--- config.mk ---
export PLATFORM = sky130hd
export DESIGN_NAME = multimap_store_top
export DESIGN_NICKNAME = d
export VERILOG_FILES = /design/src/rtl/mms_pkg.sv /design/src/rtl/mms_ram.sv /design/src/rtl/mms_front.sv /design/src/rtl/mms_back.sv /design/src/rtl/multimap_store_top.sv
export SDC_FILE = /design/constraint.sdc
export NUM_CORES = 2
export LEC_CHECK = 0
export BUFFER_PORTS_ARGS = -buffer_cell sky130_fd_sc_hd__clkbuf_2
export CAP_MARGIN = 15
export CORE_ASPECT_RATIO = 1.4
export CORE_MARGIN = 8
export CORE_UTILIZATION = 55
export DETAILED_ROUTE_END_ITERATION = 12
export PLACE_DENSITY_LB_ADDON = 0.08
export SYNTH_ARGS = -nofsm -noshare
export SYNTH_HDL_FRONTEND = slang
export SYNTH_MEMORY_MAX_BITS = 65536
export SYNTH_SLANG_ARGS = --single-unit
--- constraint.sdc ---
create_clock -name clk -period 6.85 [get_ports clk]
set_input_delay 1.37 -clock clk [delete_from_list [all_inputs] [get_ports clk]]
set_output_delay 1.37 -clock clk [all_outputs]
set_load 0.03 [all_outputs]
--- src/rtl/mms_pkg.sv ---
package mms_pkg;

  // operation codes on in_operation
  localparam logic [1:0] OP_ADD    = 2'd0;
  localparam logic [1:0] OP_REMOVE = 2'd1;
  localparam logic [1:0] OP_SEARCH = 2'd2;

  // result status codes
  localparam logic [1:0] ST_OK      = 2'd0;
  localparam logic [1:0] ST_MISSING = 2'd1;
  localparam logic [1:0] ST_FULL    = 2'd2;

  localparam int unsigned RESULT_W = 32;
  localparam int unsigned COUNT_W  = 7;

  // command class decided by the front end
  typedef enum logic [1:0] {
    CMD_ADD,
    CMD_REMOVE,
    CMD_SEARCH,
    CMD_BAD
  } cmd_kind_t;

  // queue head as seen by the back end
  typedef struct packed {
    logic      valid;
    cmd_kind_t kind;
  } q_head_t;

endpackage

--- src/rtl/mms_ram.sv ---
module mms_ram #(
  parameter int unsigned WIDTH = 32,
  parameter int unsigned DEPTH = 64
) (
  input  logic                     clk,
  input  logic                     we,
  input  logic [$clog2(DEPTH)-1:0] waddr,
  input  logic [WIDTH-1:0]         wdata,
  input  logic [$clog2(DEPTH)-1:0] raddr,
  output logic [WIDTH-1:0]         rdata
);

  logic [WIDTH-1:0] mem [DEPTH];
  logic [WIDTH-1:0] rdata_r;

  always_ff @(posedge clk) begin
    if (we) begin
      mem[waddr] <= wdata;
    end
    rdata_r <= mem[raddr];
  end

  assign rdata = rdata_r;

endmodule

--- src/rtl/mms_front.sv ---
module mms_front import mms_pkg::*; #(
  parameter int unsigned DATA_WIDTH = 32
) (
  input  logic                  clk,
  input  logic                  rst_n,
  input  logic                  start,
  output logic                  busy,
  input  logic [1:0]            in_operation,
  input  logic signed [31:0]    in_pair_key,
  input  logic signed [31:0]    in_pair_value,
  output q_head_t               head,
  output logic [DATA_WIDTH-1:0] head_key,
  output logic [DATA_WIDTH-1:0] head_value,
  input  logic                  pop
);

  // two-entry queue, 1-bit pointers
  cmd_kind_t             kind_mem [2];
  logic [DATA_WIDTH-1:0] key_mem  [2];
  logic [DATA_WIDTH-1:0] val_mem  [2];
  logic                  wr_ptr_r, wr_ptr_nxt;
  logic                  rd_ptr_r, rd_ptr_nxt;
  logic [1:0]            fill_r, fill_nxt;
  logic                  full;
  logic                  push;
  cmd_kind_t             kind_in;

  always_comb begin
    case (in_operation)
      OP_ADD:    kind_in = CMD_ADD;
      OP_REMOVE: kind_in = CMD_REMOVE;
      OP_SEARCH: kind_in = CMD_SEARCH;
      default:   kind_in = CMD_BAD;
    endcase
  end

  assign full = (fill_r == 2'd2);
  assign busy = full;
  assign push = start && !full;

  always_comb begin
    wr_ptr_nxt = push ? ~wr_ptr_r : wr_ptr_r;
    rd_ptr_nxt = pop  ? ~rd_ptr_r : rd_ptr_r;
    fill_nxt   = fill_r + {1'b0, push} - {1'b0, pop};
  end

  always_ff @(posedge clk) begin
    if (!rst_n) begin
      wr_ptr_r <= 1'b0;
      rd_ptr_r <= 1'b0;
      fill_r   <= 2'd0;
    end else begin
      wr_ptr_r <= wr_ptr_nxt;
      rd_ptr_r <= rd_ptr_nxt;
      fill_r   <= fill_nxt;
    end
  end

  // keys and values kept sign-extended or truncated to DATA_WIDTH
  always_ff @(posedge clk) begin
    if (push) begin
      kind_mem[wr_ptr_r] <= kind_in;
      key_mem[wr_ptr_r]  <= DATA_WIDTH'(in_pair_key);
      val_mem[wr_ptr_r]  <= DATA_WIDTH'(in_pair_value);
    end
  end

  assign head.valid = (fill_r != 2'd0);
  assign head.kind  = kind_mem[rd_ptr_r];
  assign head_key   = key_mem[rd_ptr_r];
  assign head_value = val_mem[rd_ptr_r];

endmodule

--- src/rtl/mms_back.sv ---
module mms_back import mms_pkg::*; #(
  parameter int unsigned CAPACITY   = 64,
  parameter int unsigned DATA_WIDTH = 32
) (
  input  logic                  clk,
  input  logic                  rst_n,
  input  q_head_t               head,
  input  logic [DATA_WIDTH-1:0] head_key,
  input  logic [DATA_WIDTH-1:0] head_value,
  output logic                  pop,
  output logic                  out_strobe,
  output logic [1:0]            out_status,
  output logic signed [31:0]    out_found_value,
  output logic                  out_last_result,
  output logic [6:0]            out_pair_count
);

  localparam int unsigned IDX_W = $clog2(CAPACITY);
  localparam int unsigned CNT_W = $clog2(CAPACITY + 1);
  localparam logic [CNT_W-1:0] CAP_CNT = CNT_W'(CAPACITY);

  typedef enum logic [1:0] {
    S_IDLE,
    S_SCAN,
    S_SHIFT,
    S_FLUSH
  } state_t;

  state_t                state_r, state_nxt;
  cmd_kind_t             kind_r, kind_nxt;
  logic [DATA_WIDTH-1:0] key_r, key_nxt;
  logic [DATA_WIDTH-1:0] val_r, val_nxt;
  logic [DATA_WIDTH-1:0] pend_r, pend_nxt;
  logic                  have_pend_r, have_pend_nxt;
  logic [IDX_W-1:0]      ptr_r, ptr_nxt;
  logic [CNT_W-1:0]      count_r, count_nxt;

  logic                  strobe_r, strobe_nxt;
  logic [1:0]            status_r, status_nxt;
  logic [RESULT_W-1:0]   fval_r, fval_nxt;
  logic                  last_r, last_nxt;
  logic [CNT_W-1:0]      ocount_r, ocount_nxt;

  logic                  we;
  logic [IDX_W-1:0]      waddr, raddr;
  logic [DATA_WIDTH-1:0] wkey, wval, rkey, rval;
  logic                  at_end, key_hit, pair_hit;

  mms_ram #(.WIDTH(DATA_WIDTH), .DEPTH(CAPACITY)) u_keys (
    .clk   (clk),
    .we    (we),
    .waddr (waddr),
    .wdata (wkey),
    .raddr (raddr),
    .rdata (rkey)
  );

  mms_ram #(.WIDTH(DATA_WIDTH), .DEPTH(CAPACITY)) u_vals (
    .clk   (clk),
    .we    (we),
    .waddr (waddr),
    .wdata (wval),
    .raddr (raddr),
    .rdata (rval)
  );

  // read data always belongs to entry ptr_r while scanning or shifting
  assign raddr    = (state_r == S_IDLE) ? '0 : ptr_r + IDX_W'(1);
  assign at_end   = ((CNT_W'(ptr_r) + CNT_W'(1)) == count_r);
  assign key_hit  = (rkey == key_r);
  assign pair_hit = key_hit && (rval == val_r);

  always_comb begin
    state_nxt     = state_r;
    kind_nxt      = kind_r;
    key_nxt       = key_r;
    val_nxt       = val_r;
    pend_nxt      = pend_r;
    have_pend_nxt = have_pend_r;
    ptr_nxt       = ptr_r;
    count_nxt     = count_r;
    strobe_nxt    = 1'b0;
    status_nxt    = status_r;
    fval_nxt      = fval_r;
    last_nxt      = last_r;
    ocount_nxt    = ocount_r;
    pop           = 1'b0;
    we            = 1'b0;
    waddr         = count_r[IDX_W-1:0];
    wkey          = head_key;
    wval          = head_value;

    case (state_r)
      S_IDLE: begin
        if (head.valid) begin
          pop           = 1'b1;
          kind_nxt      = head.kind;
          key_nxt       = head_key;
          val_nxt       = head_value;
          ptr_nxt       = '0;
          have_pend_nxt = 1'b0;
          strobe_nxt    = 1'b1;
          fval_nxt      = '0;
          last_nxt      = 1'b1;
          ocount_nxt    = count_r;
          case (head.kind)
            CMD_ADD: begin
              if (count_r >= CAP_CNT) begin
                status_nxt = ST_FULL;
              end else begin
                we         = 1'b1;
                count_nxt  = count_r + CNT_W'(1);
                ocount_nxt = count_r + CNT_W'(1);
                status_nxt = ST_OK;
              end
            end
            CMD_REMOVE, CMD_SEARCH: begin
              if (count_r == '0) begin
                status_nxt = ST_MISSING;
              end else begin
                strobe_nxt = 1'b0;
                state_nxt  = S_SCAN;
              end
            end
            default: begin
              status_nxt = ST_MISSING;
            end
          endcase
        end
      end

      S_SCAN: begin
        if (kind_r == CMD_REMOVE) begin
          if (pair_hit) begin
            if (at_end) begin
              count_nxt  = count_r - CNT_W'(1);
              strobe_nxt = 1'b1;
              status_nxt = ST_OK;
              fval_nxt   = '0;
              last_nxt   = 1'b1;
              ocount_nxt = count_r - CNT_W'(1);
              state_nxt  = S_IDLE;
            end else begin
              ptr_nxt   = ptr_r + IDX_W'(1);
              state_nxt = S_SHIFT;
            end
          end else if (at_end) begin
            strobe_nxt = 1'b1;
            status_nxt = ST_MISSING;
            fval_nxt   = '0;
            last_nxt   = 1'b1;
            ocount_nxt = count_r;
            state_nxt  = S_IDLE;
          end else begin
            ptr_nxt = ptr_r + IDX_W'(1);
          end
        end else begin
          // hold one match back so the final one can be marked last
          if (key_hit) begin
            if (have_pend_r) begin
              strobe_nxt = 1'b1;
              status_nxt = ST_OK;
              fval_nxt   = RESULT_W'(pend_r);
              last_nxt   = 1'b0;
              ocount_nxt = count_r;
            end
            pend_nxt      = rval;
            have_pend_nxt = 1'b1;
          end
          if (at_end) begin
            state_nxt = S_FLUSH;
          end else begin
            ptr_nxt = ptr_r + IDX_W'(1);
          end
        end
      end

      S_SHIFT: begin
        we    = 1'b1;
        waddr = ptr_r - IDX_W'(1);
        wkey  = rkey;
        wval  = rval;
        if (at_end) begin
          count_nxt  = count_r - CNT_W'(1);
          strobe_nxt = 1'b1;
          status_nxt = ST_OK;
          fval_nxt   = '0;
          last_nxt   = 1'b1;
          ocount_nxt = count_r - CNT_W'(1);
          state_nxt  = S_IDLE;
        end else begin
          ptr_nxt = ptr_r + IDX_W'(1);
        end
      end

      S_FLUSH: begin
        strobe_nxt = 1'b1;
        last_nxt   = 1'b1;
        ocount_nxt = count_r;
        if (have_pend_r) begin
          status_nxt = ST_OK;
          fval_nxt   = RESULT_W'(pend_r);
        end else begin
          status_nxt = ST_MISSING;
          fval_nxt   = '0;
        end
        state_nxt = S_IDLE;
      end

      default: begin
        state_nxt = S_IDLE;
      end
    endcase
  end

  always_ff @(posedge clk) begin
    if (!rst_n) begin
      state_r     <= S_IDLE;
      count_r     <= '0;
      strobe_r    <= 1'b0;
      have_pend_r <= 1'b0;
    end else begin
      state_r     <= state_nxt;
      count_r     <= count_nxt;
      strobe_r    <= strobe_nxt;
      have_pend_r <= have_pend_nxt;
    end
    kind_r   <= kind_nxt;
    key_r    <= key_nxt;
    val_r    <= val_nxt;
    pend_r   <= pend_nxt;
    ptr_r    <= ptr_nxt;
    status_r <= status_nxt;
    fval_r   <= fval_nxt;
    last_r   <= last_nxt;
    ocount_r <= ocount_nxt;
  end

  assign out_strobe      = strobe_r;
  assign out_status      = status_r;
  assign out_found_value = fval_r;
  assign out_last_result = last_r;
  assign out_pair_count  = COUNT_W'(ocount_r);

endmodule

--- src/rtl/multimap_store_top.sv ---
// Bounded multimap of key/value pairs; one key may hold many values. A
// transaction is taken when start is high and busy is low. Operation 0 appends
// the pair (status full when CAPACITY pairs are held), 1 removes the first
// pair matching key and value and closes the gap, 2 returns every value of
// the key in insertion order with out_last_result on the final one. A missing
// pair or key, or an unused operation code, gives one result with status
// not-found. Every result carries the pair count after the operation. Results
// appear on the out_ ports for exactly one cycle with out_strobe high; the
// receiver cannot stall them, so take every strobe. A two-entry queue sits
// after the input, so busy rises only when two transactions wait behind the
// one being executed. With N the pairs stored: an add or an invalid code is
// decided when the execution unit pops it; search walks all N pairs (an empty
// store answers at once) and emits one result per match, the last after the
// scan; remove walks to the match, then shifts each later pair down one entry,
// or walks all N pairs when nothing matches. The key and value tables are
// walked one entry per cycle, and the next transaction is popped only in
// idle. A result is registered and leaves in the cycle after the step that
// decides it. No clearing pass follows reset.
module multimap_store_top import mms_pkg::*; #(
  parameter int unsigned CAPACITY   = 64,
  parameter int unsigned DATA_WIDTH = 32
) (
  input  logic               clk,
  input  logic               rst_n,
  input  logic               start,
  output logic               busy,
  input  logic [1:0]         in_operation,
  input  logic signed [31:0] in_pair_key,
  input  logic signed [31:0] in_pair_value,
  output logic               out_strobe,
  output logic [1:0]         out_status,
  output logic signed [31:0] out_found_value,
  output logic               out_last_result,
  output logic [6:0]         out_pair_count
);

  // queue head handed from front end to execution unit
  q_head_t               head;
  logic [DATA_WIDTH-1:0] head_key;
  logic [DATA_WIDTH-1:0] head_value;
  logic                  pop;

  // front end: decodes the operation and queues the transaction
  mms_front #(.DATA_WIDTH(DATA_WIDTH)) u_front (
    .clk           (clk),
    .rst_n         (rst_n),
    .start         (start),
    .busy          (busy),
    .in_operation  (in_operation),
    .in_pair_key   (in_pair_key),
    .in_pair_value (in_pair_value),
    .head          (head),
    .head_key      (head_key),
    .head_value    (head_value),
    .pop           (pop)
  );

  // execution unit: owns the compacted pair table and the pair count
  mms_back #(.CAPACITY(CAPACITY), .DATA_WIDTH(DATA_WIDTH)) u_back (
    .clk             (clk),
    .rst_n           (rst_n),
    .head            (head),
    .head_key        (head_key),
    .head_value      (head_value),
    .pop             (pop),
    .out_strobe      (out_strobe),
    .out_status      (out_status),
    .out_found_value (out_found_value),
    .out_last_result (out_last_result),
    .out_pair_count  (out_pair_count)
  );

endmodule
# == Yosys cells after proc, flatten, opt, wreduce, memory -nomap -nowiden ==
# Memory sizes are Yosys's and may differ from the RTL's. A register that Yosys moved wholly into a read port is not among the register bits.
# Index checks and enable logic that the tools add are counted.
# W data, S select, Z words.
# word_totals
out_inout_bits,44
memories,5
ramBits,4228
inputBits,69
reg_bits,161
wordCells,163
# mem_list
memory,depth,width,read_ports,rd_ports_with_merged_regs,wr,line,text
u_back.u_keys.mem,64,32,1,1,1,mms_ram.sv:13,logic [WIDTH-1:0] mem [DEPTH];
u_back.u_vals.mem,64,32,1,1,1,mms_ram.sv:13,
u_front.key_mem,2,32,1,1,1,mms_front.sv:19,logic [DATA_WIDTH-1:0] key_mem [2];
u_front.val_mem,2,32,1,1,1,mms_front.sv:20,logic [DATA_WIDTH-1:0] val_mem [2];
u_front.kind_mem,2,2,1,1,1,mms_front.sv:18,cmd_kind_t kind_mem [2];
# classes
n_reduce_logical,22
mux,84
bitwise,3
magnitude_cmp,1
add_sub_neg,7
eq_ne,25
# ops
cell,n
$mux W32,8
$pmux W32 S4,1
$mux W7,12
$eq A32 B32 Y1,2
$mux W2,17
$mux W1,31
$pmux W7 S4,1
$mux W6,4
$pmux W7 S3,1
$pmux W2 S4,2
$reduce_and A4 Y1,4
$pmux W6 S2,1
$eq A2 B2 Y1 const B,5
$ne A2 B2 Y1 const B,5
$ne A3 B1 Y1 const B,3
$reduce_and A3 Y1,3
$eq A2 B1 Y1 const B,4
$pmux W1 S4,2
$add A6 B1 Y7 const B,1
$add A7 B1 Y7 const B,1
$eq A7 B7 Y1,1
$ge A7 B7 Y1 const B,1
$logic_not A7 Y1,1
$sub A7 B1 Y7 const B,1
19 further kinds,30

# == Logic depth before layout (Yosys ltp) ==
# depth
word_depth,7
ltp_mapped,14
depth_no_buf,10

# == By module ==
# From an unflattened synthesis, not the netlist that was laid out.
# hier_totals
hier_cells,7716
hier_area_um2,170775.0
# modules_own_cells
mod,area_each_um2,cells_per_inst,n_inst,seq_area_each_um2
mms_ram at u_back.u_keys,79039.6,3511,1,62139.6
mms_ram at u_back.u_vals,78515.3,3324,1,62139.6
mms_back,8060.2,648,1,4604.4
mms_front,5159.9,233,1,4063.9

# == Worst setup path before layout ==
# Ideal clock, no wire load.
# synth_timing
path_kind,flip-flop to flip-flop
start,register u_back.ptr_r[0]
end,"memory u_back.u_keys.mem[2][0], enable pin"
setup_time_ps,487
setup_slack_ps,1054
period_less_slack_ps,5796
required_ps,6363
arrival_time_ps,5309
path_buffers,4
stages_incl_launch_ff,14
cell_sequence,edfxtp_1 buf_6 clkinv_1 clkbuf_1 clkbuf_1 buf_1 ha_1 nor3b_1 xnor2_1 nand2_1 o21ai_0 and2_1 nand2_1 nor2_1
# synth_between
elab_chain_cells,2
# synth_lines
item,line,text
"start, declared",mms_back.sv:35,"logic [IDX_W-1:0] ptr_r, ptr_nxt;"
"start signal, assigned",mms_back.sv:232,ptr_r <= ptr_nxt;
$sub A6 B1 Y6,mms_back.sv:180,waddr = ptr_r - IDX_W'(1);
$mux W6,mms_back.sv:93,case (state_r)
"end, declared",mms_ram.sv:13,
# Every way passes these cells.

# == Worst setup path after layout ==
# layout_timing
start,register u_back.ptr_r[0]
end,"register u_back.u_vals.rdata_r[28], in the netlist u_back.u_vals.rdata[28] (read register of u_back.u_vals.mem)"
# layout_between
elab_chain_cells,2
# layout_lines
item,line,text
$add A6 B1 Y6,mms_back.sv:68,assign raddr = (state_r == S_IDLE) ? '0 : ptr_r + IDX_W'(1);
$mux W6,mms_back.sv:68,
"end, declared",mms_ram.sv:14,logic [WIDTH-1:0] rdata_r;
# Every way passes these cells.
# A chain may end at the register's enable or synchronous reset.

==> metrics.md <==
| Metric | Value |
|---|---|
| Status | finished, final reports clean |
| Startpoint types | flop |
| Commonest non-fill, non-tap cell in the layout | edfxtp_1 |
| Power Dens Cells | 396.8 mW/mm^2 |
| Root buffer cell | clkbuf_16 |
| Unique masters post-synth | 68 |
| Clk_skew | 42.97 ps |
| Beginning of the critical path | u_back.ptr_r[0] |
| Pre-antenna DRT Iters | 8 |
| Net Count, Synth | 8,850 |
| Worst-margin pin slew | 1273 ps |
| Unrepaired setup endpoints after global routing | no |
| Maximum fanout along the worst path | 74 |
| Die height | 672.9 um |
| Initial drt markers | 16,009 |
| P&R area growth vs syn | 12.39% |
| Met3 Use GR | 6.676% |
| H-tree Lvls | 5 |
| Post-Synthesis Cell Area | 0.1695 sq mm |
| Total CTS buffers | 410 |
| Switching share of power | 31.90% |
| PortBufs | 112 |
| Period utilisation layout | 79.11% |
| CTS tree | built |
| Met1 Use GR | 45.06% |
| Clock input transition at the sequential cells of the worst setup and hold paths | 60 ps |
| Area occupied by multi-input gates | 0.03443 sq mm |
| HP Class | flop to flop |
| Int Pwr | 0.05148 W |
| Worst min-delay path startpoint | u_back.u_vals.rdata[29] |
| Fin area | 0.1905 sq mm |
| Num rows | 241 |
| FF/Latch Area | 0.1330 sq mm |
| Final setup fails | 0 |
| Post-synthesis cell count | 8,770 |
| Post-DR wirelength/cell | 43.19 um |
| Post_cts resized | 0 |
| Max clock buf depth | 4 |
| Synth Flop Type | edfxtp_1 |
| Worst slew margin | 14.33% |
| Post-synth EDFFs | 4,374 |
| Share of cells above drive strength 1 | 20.11% |
| Most frequent cells in the layout | edfxtp_1, o221ai_1, mux4_2 |
| # hold bufs at CTS | 0 |
| Final Power | 0.07560 W |
| Drc violations | 0 |
| Clk sink count | 4,454 |
| Initial antenna violation count | 17 |
| Clk_lat worst skew | 950 ps |
| Max cap viols | 0 |
| Leakage Power | 58.92 nW |
| Seq/Total Area, Yosys | 78.42% |
| Global routing usage on met2 | 54.89% |
| CP arrival | 6190 ps |
| Number of global-route vias before repair | 94,299 |
| NumNets Final | 9,075 |
| Pin count of the biggest net entering global routing | 138 |
| Critical path class | flop to flop |
| Die X | 485.2 um |
| All-Layer GR Usage | 34.32% |
| Net switching power | 0.02412 W |
| Seq pwr share | 45.0% |
| Vias | 98,010 |
| Fill count | 21,374 |
| Routability Congestion | 0.8583 |
| ANT nets after route | 0 |
| Total gr overflow | 0 |
| Yosys warns | 0 |
| # IOs | 113 |
| Die area | 0.3265 sq mm |
| Total Routed Length | 576,700 um |
| Clock power share | 29.9% |
| Max-slew violations | 0 |
| GRT Max-Usage Layer | met2 |
| Setup_tns | 0 ps |
| FMAX | 184.5 MHz |
| Synth Register Bits | 4,454 |
| Core footprint | 0.3073 sq mm |
| Min Tclk post-route | 5419 ps |
| Peak supply drop | 0.3994 mV |
| Crit. End Element | flop |
| Comb power frac | 25.1% |
| Mapped Avg Cell Area | 19.33 sq um |
| First-pass GRT wire length | 779,100 um |
| Worst EP required | 7620 ps |
| Area after DPL | 0.1769 sq mm |
| Final Hold Viols | 0 |
| Asr flop ratio synth | 0% |
| Postcts setup bufs | 0 |
| Vias/cell | 7.339 |
| Crit Reg-Reg Startpoint | u_back.ptr_r[0] |
| Starting Density | 55.17% |
| Post-DP HPWL | 303,100 um |
-- final timing paths --
check	slack, ps	end	cells past startpoint
max	1430	u_back.u_vals.rdata[28]	11
max reg2reg	1430	u_back.u_vals.rdata[28]	11
min reg2reg	480	u_back.pend_r[29]	0
min	480	u_back.pend_r[29]	0
-- synthesized netlist by cell type, types with 18 or more instances --
library cell	n	area share [%]
xor2_1	74	0.38
buf_1	51	0.11
mux4_2	520	6.9
o221ai_1	647	3.3
o22ai_1	199	0.73
a21oi_1	95	0.28
a22oi_1	169	0.75
a221o_1	34	0.20
o211ai_1	20	0.089
nand2b_1	50	0.18
mux2i_1	124	0.73
a311oi_1	55	0.28
nand3_1	330	0.97
o21ai_0	217	0.64
a221oi_1	85	0.44
and3_1	26	0.096
edfxtp_1	4374	77
clkbuf_1	385	0.85
dfxtp_1	80	0.94
a2111oi_0	32	0.17
a211oi_1	56	0.25
o221a_2	48	0.32
mux2_2	149	0.99
buf_2	202	0.60
a31oi_1	50	0.18
nor4_1	21	0.077
nand2_1	302	0.67
nor2_1	172	0.38
nor4bb_1	18	0.11
inv_1	18	0.040
-- registers in the layout, summed over array words and instances (netlist names), 6 cells and up, named ones only --
register / count
u_front.val_mem: 64
u_back.u_keys.mem: 2048
u_front.key_mem: 64
u_back.val_r: 32
u_back.ptr_r: 6
u_back.count_r: 7
u_back.u_vals.mem: 2048
u_back.u_keys.rdata: 32
u_back.pend_r: 32
u_back.key_r: 32
u_back.out_pair_count: 7
u_back.u_vals.rdata: 32
u_back.out_found_value: 32
-- worst max-delay path, stage by stage, from the launching register on --
cell	delay, ps
edfxtp_1	450
buf_4	650
ha_1	500
xnor2_4	160
nor2_4	770
buf_4	340
buf_12	400
mux4_2	400
nand2_1	90
a21oi_1	140
a2111oi_0	1070
nor4bb_1	140
-- cells by family after synthesis --
family	after synthesis	share of synthesized area, %
buffers and inverters	677	1.710
flip-flops	4454	78.42
AND/OR/NAND/NOR	974	2.695
multiplexers	793	8.630
adder cells (fa/ha/maj)	11	0.08119
XOR/XNOR	88	0.4746
AO/OA/AOI/OAI	1773	7.984
-- power groups by stage --
stage	sequential, W	clock [W]	combinational (W)
2_1_floorplan	0.0343	0	0.0109
3_3_place_gp	0.0346	0	0.0182
3_5_place_dp	0.0346	0	0.0184
4_1_cts	0.0340	0.0228	0.0185
5_1_grt	0.0340	0.0237	0.0197
6_report	0.0340	0.0226	0.0190
-- area by class of cell --
cell class	instances	area share (%)
Antenna cell	11	0.01445
Clock buffer	535	5.787
Inverter	20	0.04465
Clock inverter	216	1.030
Timing Repair Buffer	470	2.640
Tap cell	4009	2.633
Sequential cell	4454	69.78
Multi-Input combinational cell	3639	18.07
-- routing by layer --
layer,vias to the layer above,part of all wire (%)
met3,1428,11
met5,-,0.0047
li1,37556,-
met2,7174,47
met1,51848,35
met4,4,6.6
-- metrics by stage --
stage                     hold WS, ps  utilization [%]  instances  setup WS (ps)
after floorplan                 444.0                -       8770           1054
after global placement          467.0            57.55      12560           1774
after detailed placement        468.1            57.58      12564           1622
after CTS                       484.6            61.81      13315           1592
after global routing            500.7            62.00      13346           1423
final                           484.7            62.01      13354           1431
Note: power is estimated with default switching activity, not from simulation.
